## src/rtl/itp_pkg.sv

```systemverilog
// ----------------------------------------------------------------------------
// itp_pkg
// Shared types, operator codes and the precedence function for the
// infix-to-postfix converter.
// ----------------------------------------------------------------------------
`default_nettype none

package itp_pkg;

    // Operator code width and codes
    localparam int OP_W = 4;

    localparam logic [OP_W-1:0] OP_ADD    = 4'd0;
    localparam logic [OP_W-1:0] OP_SUB    = 4'd1;
    localparam logic [OP_W-1:0] OP_MUL    = 4'd2;
    localparam logic [OP_W-1:0] OP_DIV    = 4'd3;
    localparam logic [OP_W-1:0] OP_POW    = 4'd4;
    localparam logic [OP_W-1:0] OP_LPAREN = 4'd5;
    localparam logic [OP_W-1:0] OP_RPAREN = 4'd6;
    localparam logic [OP_W-1:0] OP_EQ     = 4'd7;
    localparam logic [OP_W-1:0] OP_LT     = 4'd8;
    localparam logic [OP_W-1:0] OP_GT     = 4'd9;
    localparam logic [OP_W-1:0] OP_COUNT  = 4'd10;

    // Input action codes
    typedef enum logic [1:0] {
        ACT_VALUE = 2'd0,
        ACT_OP    = 2'd1,
        ACT_END   = 2'd2,
        ACT_NONE  = 2'd3
    } t_action;

    // Output token kinds
    typedef enum logic [1:0] {
        KIND_VALUE = 2'd0,
        KIND_OP    = 2'd1,
        KIND_END   = 2'd2
    } t_kind;

    // Stack memory port control
    typedef struct packed {
        logic wr_en;
        logic rd_en;
    } t_stk_ctl;

    // Precedence of an operator code; parens and unknown codes rank lowest
    function automatic logic [2:0] op_prec(input logic [OP_W-1:0] op);
        logic [2:0] p;
        p = 3'd0;
        unique case (op)
            OP_ADD, OP_SUB:      p = 3'd2;
            OP_MUL, OP_DIV:      p = 3'd3;
            OP_POW:              p = 3'd4;
            OP_EQ, OP_LT, OP_GT: p = 3'd5;
            OP_LPAREN, OP_RPAREN: p = 3'd0;
            default:             p = 3'd0;
        endcase
        return p;
    endfunction

endpackage

`default_nettype wire

```

## src/rtl/infix_to_postfix_converter.sv

```systemverilog
// ----------------------------------------------------------------------------
// infix_to_postfix_converter - shunting-yard operator stack on a token stream
// Flow: an accepted item is captured and dispatched; a value goes straight to the
//   output register. An operator, right paren or end pops in S_LOOP (read) and
//   S_DECIDE (decide); an operator or left paren is then pushed in S_PUSH, and
//   S_FLUSH and, for an end, S_ENDMARK finish it. Emits wait for a free output.
// Throughput: one item at a time; the input stalls until the FSM is back in S_IDLE.
// Reset: synchronous; clears depth and error, stack memory is not cleared.
// ----------------------------------------------------------------------------
`default_nettype none

module infix_to_postfix_converter #(
    parameter int STACK_DEPTH = 32,
    parameter int VALUE_WIDTH = 32
) (
    input  wire         i_clk,
    input  wire         i_rst_n,
    // input channel
    input  wire         i_in_valid,
    output logic        o_in_stall,
    input  wire  [1:0]  i_action,
    input  wire  [31:0] i_operand_value,
    input  wire  [3:0]  i_op_code,
    // output channel
    output logic        o_out_valid,
    input  wire         i_out_stall,
    output logic [1:0]  o_token_kind,
    output logic [31:0] o_out_value,
    output logic [3:0]  o_out_op,
    output logic        o_last,
    output logic        o_error
);
    import itp_pkg::*;

    localparam int ADDR_W = $clog2(STACK_DEPTH);
    localparam int CNT_W  = $clog2(STACK_DEPTH + 1);
    localparam int SX_SH  = (VALUE_WIDTH < 32) ? 32 - VALUE_WIDTH : 0;

    typedef enum logic [6:0] {
        S_IDLE     = 7'b0000001,
        S_DISPATCH = 7'b0000010,
        S_LOOP     = 7'b0000100,
        S_DECIDE   = 7'b0001000,
        S_PUSH     = 7'b0010000,
        S_FLUSH    = 7'b0100000,
        S_ENDMARK  = 7'b1000000
    } t_state;

    t_state            r_state, n_state;
    logic [CNT_W-1:0]  r_count, n_count;
    logic              r_error, n_error;
    logic              r_pend_valid, n_pend_valid;
    logic [OP_W-1:0]   r_pend_op, n_pend_op;

    // captured transaction
    t_action           r_action;
    logic [OP_W-1:0]   r_op;
    logic [31:0]       r_val;

    // output register
    logic              r_out_valid, n_out_valid;
    t_kind             r_out_kind, n_out_kind;
    logic [31:0]       r_out_value, n_out_value;
    logic [OP_W-1:0]   r_out_op, n_out_op;
    logic              r_out_last, n_out_last;
    logic              r_out_error, n_out_error;

    // stack port
    t_stk_ctl          stk_ctl;
    logic [ADDR_W-1:0] stk_addr;
    logic [OP_W-1:0]   stk_rdata;

    logic              in_take;
    logic              out_free;
    logic              can_emit;
    logic              pop_ok;
    logic [2:0]        in_prec;
    logic [2:0]        top_prec;
    logic [CNT_W-1:0]  count_m1;
    logic [31:0]       val_sx;

    itp_op_stack #(
        .DEPTH  (STACK_DEPTH),
        .ADDR_W (ADDR_W)
    ) u_stack (
        .i_clk   (i_clk),
        .i_ctl   (stk_ctl),
        .i_addr  (stk_addr),
        .i_wdata (r_op),
        .o_rdata (stk_rdata)
    );

    assign o_in_stall = (r_state != S_IDLE);
    assign in_take    = i_in_valid && !o_in_stall;
    assign out_free   = !r_out_valid || !i_out_stall;
    assign can_emit   = !r_pend_valid || out_free;
    assign count_m1   = r_count - CNT_W'(1);
    assign stk_addr   = stk_ctl.wr_en ? r_count[ADDR_W-1:0] : count_m1[ADDR_W-1:0];

    // Precedence compare; power binds right so equal rank does not pop
    assign in_prec  = op_prec(r_op);
    assign top_prec = op_prec(stk_rdata);
    assign pop_ok   = (r_op == OP_POW) ? (in_prec < top_prec) : (in_prec <= top_prec);

    // Cut the value to its configured width and sign extend
    assign val_sx = 32'($signed(r_val << SX_SH) >>> SX_SH);

    // Sequencer
    always_comb begin
        n_state      = r_state;
        n_count      = r_count;
        n_error      = r_error;
        n_pend_valid = r_pend_valid;
        n_pend_op    = r_pend_op;
        n_out_valid  = r_out_valid && i_out_stall;
        n_out_kind   = r_out_kind;
        n_out_value  = r_out_value;
        n_out_op     = r_out_op;
        n_out_last   = r_out_last;
        n_out_error  = r_out_error;
        stk_ctl      = '0;

        unique case (r_state)
            S_IDLE: begin
                if (in_take) begin
                    n_state = S_DISPATCH;
                end
            end

            S_DISPATCH: begin
                unique case (r_action)
                    ACT_VALUE: begin
                        if (out_free) begin
                            n_out_valid = 1'b1;
                            n_out_kind  = KIND_VALUE;
                            n_out_value = val_sx;
                            n_out_op    = '0;
                            n_out_last  = 1'b1;
                            n_out_error = 1'b0;
                            n_state     = S_IDLE;
                        end
                    end
                    ACT_OP: begin
                        if (r_op >= OP_COUNT) begin
                            n_error = 1'b1;
                            n_state = S_IDLE;
                        end else if (r_op == OP_LPAREN) begin
                            n_state = S_PUSH;
                        end else begin
                            n_state = S_LOOP;
                        end
                    end
                    ACT_END:  n_state = S_LOOP;
                    ACT_NONE: n_state = S_IDLE;
                    default:  n_state = S_IDLE;
                endcase
            end

            // Read the top entry, or end the pop run on an empty stack
            S_LOOP: begin
                if (r_count == '0) begin
                    if (r_action == ACT_END) begin
                        n_state = S_FLUSH;
                    end else if (r_op == OP_RPAREN) begin
                        n_error = 1'b1;
                        n_state = S_FLUSH;
                    end else begin
                        n_state = S_PUSH;
                    end
                end else begin
                    stk_ctl.rd_en = 1'b1;
                    n_state       = S_DECIDE;
                end
            end

            // Pop and emit the top, drop a left paren, or stop
            S_DECIDE: begin
                priority if (r_action == ACT_END && stk_rdata == OP_LPAREN) begin
                    n_error = 1'b1;
                    n_count = count_m1;
                    n_state = S_LOOP;
                end else if (r_action != ACT_END && r_op == OP_RPAREN
                             && stk_rdata == OP_LPAREN) begin
                    n_count = count_m1;
                    n_state = S_FLUSH;
                end else if (r_action != ACT_END && r_op != OP_RPAREN && !pop_ok) begin
                    n_state = S_PUSH;
                end else begin
                    // Hold the popped entry until the output register frees up
                    if (can_emit) begin
                        if (r_pend_valid) begin
                            n_out_valid = 1'b1;
                            n_out_kind  = KIND_OP;
                            n_out_value = '0;
                            n_out_op    = r_pend_op;
                            n_out_last  = 1'b0;
                            n_out_error = 1'b0;
                        end
                        n_pend_valid = 1'b1;
                        n_pend_op    = stk_rdata;
                        n_count      = count_m1;
                        n_state      = S_LOOP;
                    end
                end
            end

            // Push the operator or left paren; drop it when full
            S_PUSH: begin
                if (r_count < CNT_W'(STACK_DEPTH)) begin
                    stk_ctl.wr_en = 1'b1;
                    n_count       = r_count + CNT_W'(1);
                end else begin
                    n_error = 1'b1;
                end
                n_state = S_FLUSH;
            end

            // Release the held operator, last unless an end marker follows
            S_FLUSH: begin
                if (!r_pend_valid || out_free) begin
                    if (r_pend_valid) begin
                        n_out_valid  = 1'b1;
                        n_out_kind   = KIND_OP;
                        n_out_value  = '0;
                        n_out_op     = r_pend_op;
                        n_out_last   = (r_action != ACT_END);
                        n_out_error  = 1'b0;
                        n_pend_valid = 1'b0;
                    end
                    n_state = (r_action == ACT_END) ? S_ENDMARK : S_IDLE;
                end
            end

            // Emit the end marker with the sticky error, then start afresh
            S_ENDMARK: begin
                if (out_free) begin
                    n_out_valid = 1'b1;
                    n_out_kind  = KIND_END;
                    n_out_value = '0;
                    n_out_op    = '0;
                    n_out_last  = 1'b1;
                    n_out_error = r_error;
                    n_error     = 1'b0;
                    n_count     = '0;
                    n_state     = S_IDLE;
                end
            end

            default: n_state = S_IDLE;
        endcase
    end

    // Control registers
    always_ff @(posedge i_clk) begin
        if (!i_rst_n) begin
            r_state      <= S_IDLE;
            r_count      <= '0;
            r_error      <= 1'b0;
            r_pend_valid <= 1'b0;
            r_out_valid  <= 1'b0;
        end else begin
            r_state      <= n_state;
            r_count      <= n_count;
            r_error      <= n_error;
            r_pend_valid <= n_pend_valid;
            r_out_valid  <= n_out_valid;
        end
    end

    // Payload registers
    always_ff @(posedge i_clk) begin
        if (in_take) begin
            r_action <= t_action'(i_action);
            r_op     <= i_op_code;
            r_val    <= i_operand_value;
        end
        r_pend_op   <= n_pend_op;
        r_out_kind  <= n_out_kind;
        r_out_value <= n_out_value;
        r_out_op    <= n_out_op;
        r_out_last  <= n_out_last;
        r_out_error <= n_out_error;
    end

    assign o_out_valid  = r_out_valid;
    assign o_token_kind = r_out_kind;
    assign o_out_value  = r_out_value;
    assign o_out_op     = r_out_op;
    assign o_last       = r_out_last;
    assign o_error      = r_out_error;

`ifndef SYNTHESIS
    // Stack depth never exceeds its capacity
    a_count_bound: assert property (@(posedge i_clk) disable iff (!i_rst_n)
        r_count <= CNT_W'(STACK_DEPTH))
        else $error("operator stack depth beyond capacity");

    // The single memory port is never asked to read and write at once
    a_one_access: assert property (@(posedge i_clk) disable iff (!i_rst_n)
        !(stk_ctl.wr_en && stk_ctl.rd_en))
        else $error("stack read and write in the same cycle");

    // No operator is held back while waiting for a new transaction
    a_idle_no_pend: assert property (@(posedge i_clk) disable iff (!i_rst_n)
        (r_state == S_IDLE) |-> !r_pend_valid)
        else $error("held operator left behind in idle");

    // Issuing the end marker empties the stack and clears the error
    a_end_clears: assert property (@(posedge i_clk) disable iff (!i_rst_n)
        (r_state == S_ENDMARK && out_free) |=> (r_count == '0 && !r_error))
        else $error("state not cleared after end marker");
`endif

endmodule

`default_nettype wire

```

## src/rtl/itp_op_stack.sv

```systemverilog
// ----------------------------------------------------------------------------
// itp_op_stack
// Operator stack storage: single-port synchronous memory with a registered
// read, one access per cycle.
// ----------------------------------------------------------------------------
`default_nettype none

module itp_op_stack #(
    parameter int DEPTH  = 32,
    parameter int ADDR_W = 5
) (
    input  wire                      i_clk,
    input  wire itp_pkg::t_stk_ctl   i_ctl,
    input  wire [ADDR_W-1:0]         i_addr,
    input  wire [itp_pkg::OP_W-1:0]  i_wdata,
    output logic [itp_pkg::OP_W-1:0] o_rdata
);
    import itp_pkg::*;

    logic [OP_W-1:0] r_mem [DEPTH];
    logic [OP_W-1:0] r_rd_data;

    // Write the pushed entry
    always_ff @(posedge i_clk) begin
        if (i_ctl.wr_en) begin
            r_mem[i_addr] <= i_wdata;
        end
    end

    // Read the top entry; hold the data until the next read
    always_ff @(posedge i_clk) begin
        if (i_ctl.rd_en) begin
            r_rd_data <= r_mem[i_addr];
        end
    end

    assign o_rdata = r_rd_data;

endmodule

`default_nettype wire

```

## config.mk

```make
export PLATFORM = sky130hd
export DESIGN_NAME = infix_to_postfix_converter
export DESIGN_NICKNAME = d
export VERILOG_FILES = /design/src/rtl/itp_pkg.sv /design/src/rtl/infix_to_postfix_converter.sv /design/src/rtl/itp_op_stack.sv
export SDC_FILE = /design/constraint.sdc
export NUM_CORES = 1
export LEC_CHECK = 0
export BUFFER_PORTS_ARGS = -buffer_cell sky130_fd_sc_hd__buf_2
export CAP_MARGIN = 40
export CORE_MARGIN = 3
export CORE_UTILIZATION = 55
export DETAILED_ROUTE_END_ITERATION = 10
export PLACE_DENSITY_LB_ADDON = 0.12
export SYNTH_ARGS = -nofsm -noshare
export SYNTH_HDL_FRONTEND = slang
export SYNTH_SLANG_ARGS = --single-unit
```

## constraint.sdc

```tcl
create_clock -name i_clk -period 6.18 [get_ports i_clk]
set_input_delay 0.309 -clock i_clk [delete_from_list [all_inputs] [get_ports i_clk]]
set_output_delay 0.309 -clock i_clk [all_outputs]
set_load 0.05 [all_outputs]
```

# Word-level counts from Yosys, hierarchy flattened
# Memory sizes are Yosys's and may differ from the RTL's. A register that Yosys moved wholly into a read port is not among the register bits.
# Index checks and enable logic that the tools add are counted.
# op_classes
div,0
mux,98
bitwise_logic,3
n_mul,0
reduce_logical,28
order_cmp,4
n_eq_ne,39
shifts,0
add_sub_neg,2
# op_table
operator,n
32-bit two-way mux,8
32-bit case mux with 4 select lines,1
7-bit two-way mux,8
6-bit two-way mux,9
7-bit case mux with 7 select lines,1
1-bit two-way mux,43
"2-bit inequality test, second input constant",19
4-bit two-way mux,8
7-bit case mux with 4 select lines,1
6-bit case mux with 3 select lines,1
9-bit AND reduction,2
"4-bit by 3-bit equality test with 1-bit output, second input constant",4
2-bit two-way mux,8
4-bit case mux with 4 select lines,1
5-bit two-way mux,3
5-bit AND reduction,3
1-bit case mux with 4 select lines,3
"4-bit inequality test, second input constant",2
2-bit case mux with 4 select lines,1
"7-bit by 1-bit equality test with 1-bit output, second input constant",1
"7-bit by 2-bit equality test with 1-bit output, second input constant",1
"7-bit by 3-bit equality test with 1-bit output, second input constant",1
"7-bit by 4-bit equality test with 1-bit output, second input constant",1
"7-bit by 5-bit equality test with 1-bit output, second input constant",1
other kinds (29),43
# word_totals
latchBits,0
regBits,98
elab_cells,191
inputBits,42
output_inout_bits,42
ramBits,128
n_memories,3
rom_bits,96
# memory_table
memory,depth,width,read_ports,rd_clocked_by_memory_dff,write_ports,line_no,source
u_stack.r_mem,32,4,1,1,1,itp_op_stack.sv:20,logic [OP_W-1:0] r_mem [DEPTH];
(name not given),16,3,1,0,0,itp_pkg.sv:50,unique case (op)
(name not given),16,3,1,1,0,itp_pkg.sv:50,

# Depth between registers and ports, before layout
# Gate-level depths: netlist of the first run.
# An unclocked memory read counts as a cell.
# depth
depth_word,9
ltp_mapped,12
ltp_nobuf,10

# Hierarchy
# Synthesis of the first run repeated with hierarchy kept, for this count alone.
# hier_totals
cells_unflattened,700
area_unflattened_um2,9997.1
# by_module_without_submodules
module,cells_per_inst,seq_area_each_um2,area_per_inst_um2,n_inst
itp_op_stack,318,3963.8,5378.9,1
infix_to_postfix_converter,382,2842.7,4618.2,1

# Least setup slack after synthesis of the first run
# Ideal clock, no wire load.
# synth_timing
path_kind,reg2reg
startpoint,register r_state[2]
endpoint,"register r_out_error, in the netlist o_error (enable)"
period_less_slack_ns,4.935
arrival_time_ns,4.454
path_stages_with_launch,9
path_slack_ns,1.245
t_required_ns,5.700
path_buffers,2
setup_time_ns,0.480
path_cell_list,dfxtp_1 or4_1 buf_2 or3_1 buf_6 clkinv_4 nor2_2 a22o_1 a211oi_1
# synth_between
elab_chain_cells,3
word_cells_on_any_way,12
classes_between,eq/ne (10); reduce/logical (2)
# synth_rtl
element,line_no,source
start: declaration,infix_to_postfix_converter.sv:49,"t_state r_state, n_state;"
start signal: assignment,infix_to_postfix_converter.sv:262,r_state <= n_state;
7-bit by 2-bit equality test with 1-bit output (tied with other cells),infix_to_postfix_converter.sv:123,unique case (r_state)
2-bit by 1-bit inequality test with 1-bit output (no line) (tied with other cells),--,
7-bit AND reduction (no line) (*),--,
end signal: assignment,infix_to_postfix_converter.sv:282,r_out_error <= n_out_error;
end: declaration,infix_to_postfix_converter.sv:66,"logic r_out_error, n_out_error;"
# Every way passes the cells marked *; elsewhere a longest branch is shown, timed or not.
# A chain may end at the register's enable or synchronous reset.

# Worst setup path in the final report of the first run
# layout_timing
startpoint,register r_count[0]
endpoint,"register u_stack.r_rd_data[1], in the netlist u_stack.o_rdata[1], read port of u_stack.r_mem, data pin"
# layout_between
elab_chain_cells,4
word_cells_on_any_way,8
classes_between,add/sub (1); order compare (1); mux (5); reduce/logical (1)
# layout_rtl
element,line_no,source
start: declaration,infix_to_postfix_converter.sv:50,"logic [CNT_W-1:0] r_count, n_count;"
start signal: assignment,infix_to_postfix_converter.sv:263,r_count <= n_count;
6-bit less-than comparator,infix_to_postfix_converter.sv:209,if (r_count < CNT_W'(STACK_DEPTH)) begin
1-bit two-way mux,infix_to_postfix_converter.sv:209,
1-bit two-way mux,infix_to_postfix_converter.sv:123,
5-bit two-way mux,infix_to_postfix_converter.sv:98,assign stk_addr = stk_ctl.wr_en ? r_count[ADDR_W-1:0] : count_m1[ADDR_W-1:0];
end: declaration,itp_op_stack.sv:21,logic [OP_W-1:0] r_rd_data;
# Several ways; a longest one is shown, not always the timed one.

==> results.tsv, run 1 <==
metric	value	unit
power.density	255	nW/um^2
antenna_found_initial	0	
die_w	151	um
setup_violations	0	
finClkSkew	0.0156	ns
routedWlPerCell	22.0	um
status	completed	
clkPwrFrac	43.5	%
p_int	2680	uW
combinationalPowerShare	4.9	%
grt_overflow	0	
r2r.worst_path.cells	9	
dp_hpwl	19200	um
cp_max_fo	42	
ctsHtreeMaxLevel	1	
ys.flop_type	edfxtp_1	
nets	1178	
dr.first_iter.drc_count	1051	
seq_power_share	51.6	%
crit_required	6.43	ns
setup_tns	0	ns
wl	31200	um
fmax	0.271	GHz
cp.arrival	3.94	ns
ys_seq_area_share	58.8	%
cts-buffers-inserted	25	
gp_congestion	0.896	
ctsLongestPathBuffers	3	
clock_latency	0.53	ns
grt_use_total	27.1	%
die_area	22800	um^2
synth_nets	1093	
yosys_warnings	0	
grt_max_degree	68	
cap_viol_max_count	0	
yosysMostFrequentCell	edfxtp_1	
post-route-period-util	59.7	%
max_slew_margin	42.4	%
startpoint_type	register	
grt_pass1_vias	8471	
synth_edf_count	214	
end_kind	register	
viasPerCell	6.44	
netlist_top_cells_area	edfxtp_1, nand3_1, and2_1	
drc	0	
root_buffer	clkbuf_16	
hold_start	i_rst_n	
clkSinkCount	233	
synth_top_area_cell	edfxtp_1	
cts_resized	0	
netlist_instances	1043	
synth.distinct_cells	68	
rsz0062_at_grt	no	
worst_pin_slew	0.856	ns
min_period	3.69	ns
synth_area	11600	um^2
ant_nets	0	
grt_pass1_wl	48000	um
p_leak	0.00431	uW
slew_violations	0	
ys_top_cells_by_count	edfxtp_1, nand3_1, nand2_1, clkbuf_1, and2_1	
rrSetupSlack	2.49	ns
hold_depth	2	
ys_ff_latch	233	
path_clk_slew	0.06	ns
synth.avg_cell_area	11.1	um^2
crit_start	r_count[0]$_SDFFE_PN0P_	
num_io_pins	84	
diodes	0	
synth_top_area_share	55.6	%
finalHoldViolCount	0	
switching_power	736	uW
vdd_drop_max	0.000230	V
holdWs	0.198	ns
r2r-start	r_count[0]$_SDFFE_PN0P_	
hp-class	primary input to register	
drt-pass1-iter-count	6	
async_flop_share	0	%
core	20400	um^2
std_cell_rows	52	
holdPathEnd	o_out_valid$_SDFF_PN0_	
die_h	151	um
syn2layout_area_growth	16.0	%
crit_type	register to register	
start_util	56.6	%
rr_endpoint	u_stack.o_rdata[1]$_DFFE_PP_	
drive_above_1_share	15.0	%
vias	9119	
portBuffers	83	
switching_share	21.5	%
tritoncts	built	
## sequential cells by signal, indices dropped and copies added, names as in the netlist
register and count:
r_action 2, r_pend_valid 1, o_out_valid 1, r_op 4, r_pend_op 4, o_error 1, u_stack.r_mem 128, o_last 1
r_count 6, o_out_op 4, r_state 7, in_prec 3, o_out_value 32, r_val 32, u_stack.o_rdata 4, r_error 1
o_token_kind 2
## cells in the final DEF (no fill, tap or decap), types with 7 or more instances in the layout
master | synthesis | routed
a21oi_1 | 18 | 18
buf_4 | 2 | 23
inv_1 | 12 | 12
nor4_1 | 31 | 30
a211oi_1 | 28 | 27
buf_2 | 8 | 83
o21ai_0 | 29 | 29
o22ai_1 | 7 | 7
nor3_1 | 11 | 11
edfxtp_1 | 214 | 214
a32oi_1 | 29 | 29
and2_1 | 66 | 66
nor2b_1 | 8 | 7
nand2_1 | 75 | 75
dlygate4sd3_1 | 0 | 38
nand3_1 | 145 | 144
nand4_1 | 30 | 30
a41oi_1 | 17 | 17
dfxtp_1 | 19 | 18
nor2_1 | 46 | 42
a22oi_1 | 8 | 8
clkbuf_16 | 0 | 25
ha_1 | 8 | 8
nand3b_1 | 52 | 52
a21o_1 | 25 | 25
## layer usage
| metal | part of all wire (%) | up-vias | wire (um) | global-route usage (%) |
|---|---|---|---|---|
| met2 | 46 | 510 | 14300 | 40.8 |
| met4 | 2.4 | 0 | 748 | 7.93 |
| met3 | 9.2 | 59 | 2860 | 4.37 |
| met1 | 43 | 4343 | 13300 | 40.8 |
| met5 | 0 | - | 0 | 0 |
| li1 | - | 4207 | - | - |
## final cells by class
| class | instances | area (um^2) |
|---|---|---|
| multi-input cells | 709 | 4390 |
| clock buffers | 29 | 641 |
| inverters | 13 | 53.8 |
| clock inverters | 17 | 173 |
| well taps | 270 | 338 |
| fillers | 1584 | 7010 |
| flip-flops and latches | 233 | 6810 |
| repair buffers | 146 | 1010 |
## how the worst max path moves through the flow
stage | slack, ns | cells after the start | endpoint
4_1_cts | 2.57 | 9 | u_stack.o_rdata[1]$_DFFE_PP_
3_5_place_dp | 2.60 | 9 | u_stack.o_rdata[1]$_DFFE_PP_
2_1_floorplan | 1.25 | 8 | o_error$_SDFFCE_PN0P_
6_report | 2.49 | 9 | u_stack.o_rdata[1]$_DFFE_PP_
3_3_place_gp | 2.59 | 6 | u_stack.o_rdata[1]$_DFFE_PP_
5_1_grt | 2.25 | 9 | u_stack.o_rdata[1]$_DFFE_PP_
## cell families after synthesis
| kind of cell | count (synthesis) | synth area share (%) |
|---|---|---|
| flops | 233 | 58.8 |
| fa+ha+maj | 8 | 0.865 |
| mux | 5 | 0.443 |
| xor+xnor | 2 | 0.151 |
| compound gates | 192 | 12.1 |
| simple gates | 502 | 24.0 |
| buf+inv | 101 | 3.60 |
## critical path: stages, from the launching register on
cell and delay [ns]:
dfxtp_2 0.80, inv_1 0.27, ha_1 0.54, buf_4 0.34
nand3b_1 0.14, a32oi_1 0.07, a211oi_1 0.38, a41oi_1 0.17
nor4_1 0.50, nand4_1 0.16
## what timing repair did
action | CTS | global route
endpoints found under the hold margin | 38 | 0
setup buffers | 0 | 0
hold buffers | 38 | 0
## power by group through the flow
| stage | logic (uW) | clock network (uW) | registers, uW |
|---|---|---|---|
| floorplan | 74.2 | 0 | 1810 |
| global placement | 144 | 0 | 1800 |
| detailed placement | 146 | 0 | 1800 |
| CTS | 166 | 1510 | 1770 |
| global route | 183 | 1580 | 1770 |
| finish | 168 | 1490 | 1770 |
## per-stage QoR
step / util, % / total power [uW] / instance area (um^2) / setup slack (ns) / instances
3_5_place_dp: 59.8 / 1940 / 12200 / 2.60 / 1333
4_1_cts: 65.7 / 3440 / 13400 / 2.57 / 1417
3_3_place_gp: 59.5 / 1940 / 12200 / 2.59 / 1329
2_1_floorplan: - / 1880 / 11600 / 1.25 / 1043
5_1_grt: 65.7 / 3530 / 13400 / 2.25 / 1417
6_report: 65.7 / 3420 / 13400 / 2.49 / 1417
Power figures use the tool's default switching activity.
==> run 2, diff against run 1 <==
- clock period: 6.18 -> 3.4 ns (I/O delays scaled with it)
==> run 2 against run 1 <==
  * Setup slack lost 2.3 ns
  * Critical path depth is the same
  * Fmax grew 16%
  * Sequential power grew 81%
  * Critical endpoint is now u_stack.o_rdata[2]$_DFFE_PP_
==> results.tsv, run 2 (synthesized netlist as in run 1, its figures left out) <==
metric	value	unit
drc	0	
portBuffers	83	
min_period	3.18	ns
routedWlPerCell	21.9	um
multi_input_area	4390	um^2
crit_start	r_count[1]$_SDFFE_PN0P_	
nets	1201	
clkPwrFrac	41.6	%
slowest_delay	0.54	ns
crit_buf_inv	2	
path_clk_slew	0.06	ns
wl_met1	13600	um
drt-pass1-iter-count	5	
finClkSkew	0.0133	ns
rsz0062_at_grt	no	
cap_viol_max_count	0	
seq_power_share	53.3	%
grt_max_degree	74	
setup_tns	0	ns
antenna_found_initial	0	
dr.first_iter.drc_count	1003	
layout_commonest_cell	edfxtp_1	
syn2layout_area_growth	17.2	%
std_cell_rows	52	
start_util	56.6	%
top_register	u_stack.r_mem	
switching_power	1290	uW
grt_use_total	27.1	%
vias	9305	
worstPathCellList	inv_1, ha_1, buf_4, nand3_1, a32oi_1, a211oi_1, a41oi_1, nor4_1, nand4_1	
tritoncts	built	
hold_buffers	38	
wl	31500	um
worst_pin_slew	0.875	ns
setup_slack	0.219	ns
dp_slack	0.219	ns
fin_util	66.4	%
finalHoldViolCount	0	
vdd_drop_max	0.000444	V
die_w	151	um
hold_start	i_rst_n	
max_slew_margin	40.9	%
seq_area	6810	um^2
drive_above_1_share	16.4	%
power.total	6030	uW
die_area	22800	um^2
ant_nets	0	
cp.arrival	3.41	ns
post-route-period-util	93.6	%
crit_required	3.63	ns
crit_family	simple AND/OR/NAND/NOR gates	
fmax	0.314	GHz
core	20400	um^2
cp_max_fo	32	
num_io_pins	84	
crit_slowest_cell	nor4_1	
p_int	4740	uW
dp_hpwl	19900	um
crit_type	register to register	
hp-class	primary input to register	
route.met3.wl	2470	um
wl_met2	14500	um
final_cell_mix	edfxtp_1, nand3_1, buf_2	
highest_layer	met4	
diodes	0	
clock_latency	0.52	ns
switching_share	21.4	%
clkSinkCount	233	
fillCellCount	1538	
largest_register_ff_count	128	
cts_resized	0	
die_h	151	um
p_leak	0.00441	uW
grt_overflow	0	
slew_violations	0	
grt_pass1_vias	8728	
gp_congestion	0.941	
end_kind	register	
ctsLongestPathBuffers	3	
cts-buffers-inserted	25	
setup_violations	0	
root_buffer	clkbuf_16	
power.density	445	nW/um^2
r2r-start	r_count[1]$_SDFFE_PN0P_	
combinationalPowerShare	5.1	%
viasPerCell	6.46	
holdWs	0.0742	ns
status	completed	
startpoint_type	register	
ctsHtreeMaxLevel	1	
grt_pass1_wl	48300	um
cts_setup_buffers	0	
## run 2: cell types whose count changed in the layout (fill, tap and decap cells not counted)
cell / previous run / this run
clkbuf_8: 0 / 2
buf_8: 1 / 3
clkinvlp_4: 2 / 1
clkbuf_1: 4 / 6
buf_12: 0 / 2
inv_6: 3 / 1
buf_4: 23 / 43
bufinv_16: 3 / 0
buf_16: 1 / 0
clkinv_1: 3 / 4
clkbuf_16: 25 / 26
## run 2: metal layers
metal / up-vias / GRT usage, %
met3: 73 / 5.12
met1: 4539 / 38.6
met5: - / 0
met2: 446 / 42.6
met4: 0 / 8.39
li1: 4247 / -
## run 2: power by group through the flow
stage                     logic (uW)  clock network [uW]  registers [uW]
final                            310                2510            3210
after global placement           265                   0            3270
after floorplan                  137                   0            3280
after CTS                        306                2550            3210
after detailed placement         267                   0            3270
after global routing             336                2660            3220
## run 2: path summary, 6_finish.rpt
check                                               endpoint  slack [ns]  cells after the start
worst max-delay path            u_stack.o_rdata[2]$_DFFE_PP_        0.22                      9
worst min register to register        r_pend_op[0]$_DFFE_PP_        0.49                      0
worst max register to register  u_stack.o_rdata[2]$_DFFE_PP_        0.22                      9
worst min-delay path                  o_out_valid$_SDFF_PN0_        0.07                      2
## run 2: final cells by class
cell class / instances / share of cell area, %
flip-flops and latches: 233 / 50.2
multi-input cells: 709 / 32.4
repair buffers: 169 / 8.88
clock buffers: 34 / 5.17
well taps: 270 / 2.49
clock inverters: 12 / 0.452
inverters: 13 / 0.397
## run 2: per-stage QoR
stage	area, um^2	instances
floorplan	11600	1043
global placement	12400	1353
detailed placement	12400	1356
CTS	13600	1440
global route	13600	1440
finish	13600	1440
==> run 3, diff against run 2 <==
- HOLD_SLACK_MARGIN: default -> 0.06
- PLACE_DENSITY: default -> 0.74
- PLACE_DENSITY_LB_ADDON: 0.12 -> default
==> run 3 against run 2 <==
  * Via count rose by 1.1%
  * Die area is the same
  * Clock power is 7% higher
  * Highest routed layer unchanged
  * Worst hold slack improved by 0.032 ns
==> results.tsv, run 3 (synthesized netlist as in run 1, its figures left out) <==
metric	value	unit
status	completed	
wl	31200	um
core	20400	um^2
die_w	151	um
finClkSkew	0.0123	ns
crit_buf_inv	2	
top_register	u_stack.r_mem	
grt_use_total	26.9	%
clock_latency	0.52	ns
crit_family	simple AND/OR/NAND/NOR gates	
rr_endpoint	u_stack.o_rdata[1]$_DFFE_PP_	
portBuffers	83	
crit_slowest_cell	nor4_2	
slowest_delay	0.57	ns
path_clk_slew	0.06	ns
crit_required	3.65	ns
num_io_pins	84	
holdWs	0.106	ns
worstPathCellList	nor4_2, buf_4, a32oi_1, a211oi_1, a41oi_1, nor4_1, buf_4, nand4_1	
clkSinkCount	233	
final_cell_mix	edfxtp_1, nand3_1, buf_2	
grt_max_degree	96	
r2r-start	r_state[2]$_SDFFE_PN0P_	
root_buffer	clkbuf_16	
fmax	0.329	GHz
dp_hpwl	19800	um
grt_overflow	0	
cts-buffers-inserted	25	
end_kind	register	
startpoint_type	register	
nets	1210	
max_slew_margin	47.4	%
setup_violations	0	
stdcell_area	13700	um^2
fillCellCount	1536	
cp_num_cells	8	
ctsHtreeMaxLevel	1	
antenna_found_initial	0	
drive_above_1_share	16.8	%
postPlaceCellArea	12500	um^2
drc	0	
holdPathEnd	r_state[0]$_SDFFE_PN1P_	
rsz0062_at_grt	no	
vias	9403	
drt-pass1-iter-count	5	
cp_max_fo	16	
slew_violations	0	
layout_commonest_cell	edfxtp_1	
gp_congestion	0.940	
hp-class	primary input to register	
ctsLongestPathBuffers	3	
hold_depth	4	
largest_register_ff_count	128	
fin_util	66.9	%
grt_pass1_vias	8585	
std_cell_rows	52	
dp.cells	1364	
final_cells	1447	
crit_top_cell	buf_4	
power.density	454	nW/um^2
rrSetupSlack	0.36	ns
cp.arrival	3.29	ns
start_util	56.6	%
cap_viol_max_count	0	
hold_start	i_in_valid	
finalHoldViolCount	0	
ant_nets	0	
r2r.worst_path.cells	8	
die_area	22800	um^2
min_period	3.04	ns
die_h	151	um
vdd_drop_max	0.000427	V
grt_pass1_wl	48100	um
diodes	0	
viasPerCell	6.50	
routedWlPerCell	21.6	um
post-route-period-util	89.4	%
tritoncts	built	
syn2layout_area_growth	18.1	%
p_leak	0.00445	uW
dr.first_iter.drc_count	1061	
worst_pin_slew	0.786	ns
setup_tns	0	ns
crit_type	register to register	
==> run 3: worst max-delay path by stage <==
| stage | from | end | slack [ns] |
|---|---|---|---|
| after global placement | r_state[2]$_SDFFE_PN0P_ | u_stack.o_rdata[2]$_DFFE_PP_ | 0.49 |
| after global routing | r_state[3]$_SDFFE_PN0P_ | u_stack.o_rdata[3]$_DFFE_PP_ | 0.11 |
| final | r_state[2]$_SDFFE_PN0P_ | u_stack.o_rdata[1]$_DFFE_PP_ | 0.36 |
| after floorplan | r_state[2]$_SDFFE_PN0P_ | in_prec[2]$_DFF_P_ | 0.14 |
| after detailed placement | r_state[2]$_SDFFE_PN0P_ | u_stack.o_rdata[2]$_DFFE_PP_ | 0.47 |
| after CTS | r_state[2]$_SDFFE_PN0P_ | u_stack.o_rdata[2]$_DFFE_PP_ | 0.45 |
==> run 3: worst register-to-register path, cell delays in order, from the launching register on <==
cell and delay, ns:
dfxtp_1 0.36, nor4_2 0.57, buf_4 0.34, a32oi_1 0.13
a211oi_1 0.43, a41oi_1 0.24, nor4_1 0.40, buf_4 0.20
nand4_1 0.10
==> run 3: cell type report <==
type / instances / area [um^2] / area share (%)
Multi-Input combinational cell: 709 / 4390 / 32.2
Clock buffer: 31 / 648 / 4.74
Tap cell: 270 / 338 / 2.47
Inverter: 13 / 53.8 / 0.394
Timing Repair Buffer: 178 / 1270 / 9.28
Clock inverter: 13 / 153 / 1.12
Sequential cell: 233 / 6810 / 49.8
==> run 3: metal layers <==
metal	vias to the layer above	global-route usage (%)	part of all wire, %
met3	72	4.64	8.7
met5	-	0	0
met1	4537	39.2	41
met4	0	7.93	2.8
met2	530	42.0	47
li1	4264	-	-
==> run 3: repair_timing <==
| action | in CTS | in global routing |
|---|---|---|
| buffers inserted | 0 | 0 |
| hold buffers | 39 | 0 |
| endpoints found under the hold margin | 45 | 0 |
| resized for setup | 0 | 0 |
==> run 3: report_power, final <==
part           leakage, uW  internal (uW)  switching, uW
clock             0.000385           1580           1090
sequential         0.00210           3190           21.7
combinational      0.00196            113            201
==> run 3: metrics by stage <==
stage	setup WS (ns)	total power [uW]
floorplan	0.141	3420
finish	0.361	6200
CTS	0.449	6230
detailed placement	0.465	3540
global placement	0.488	3530
global route	0.108	6390
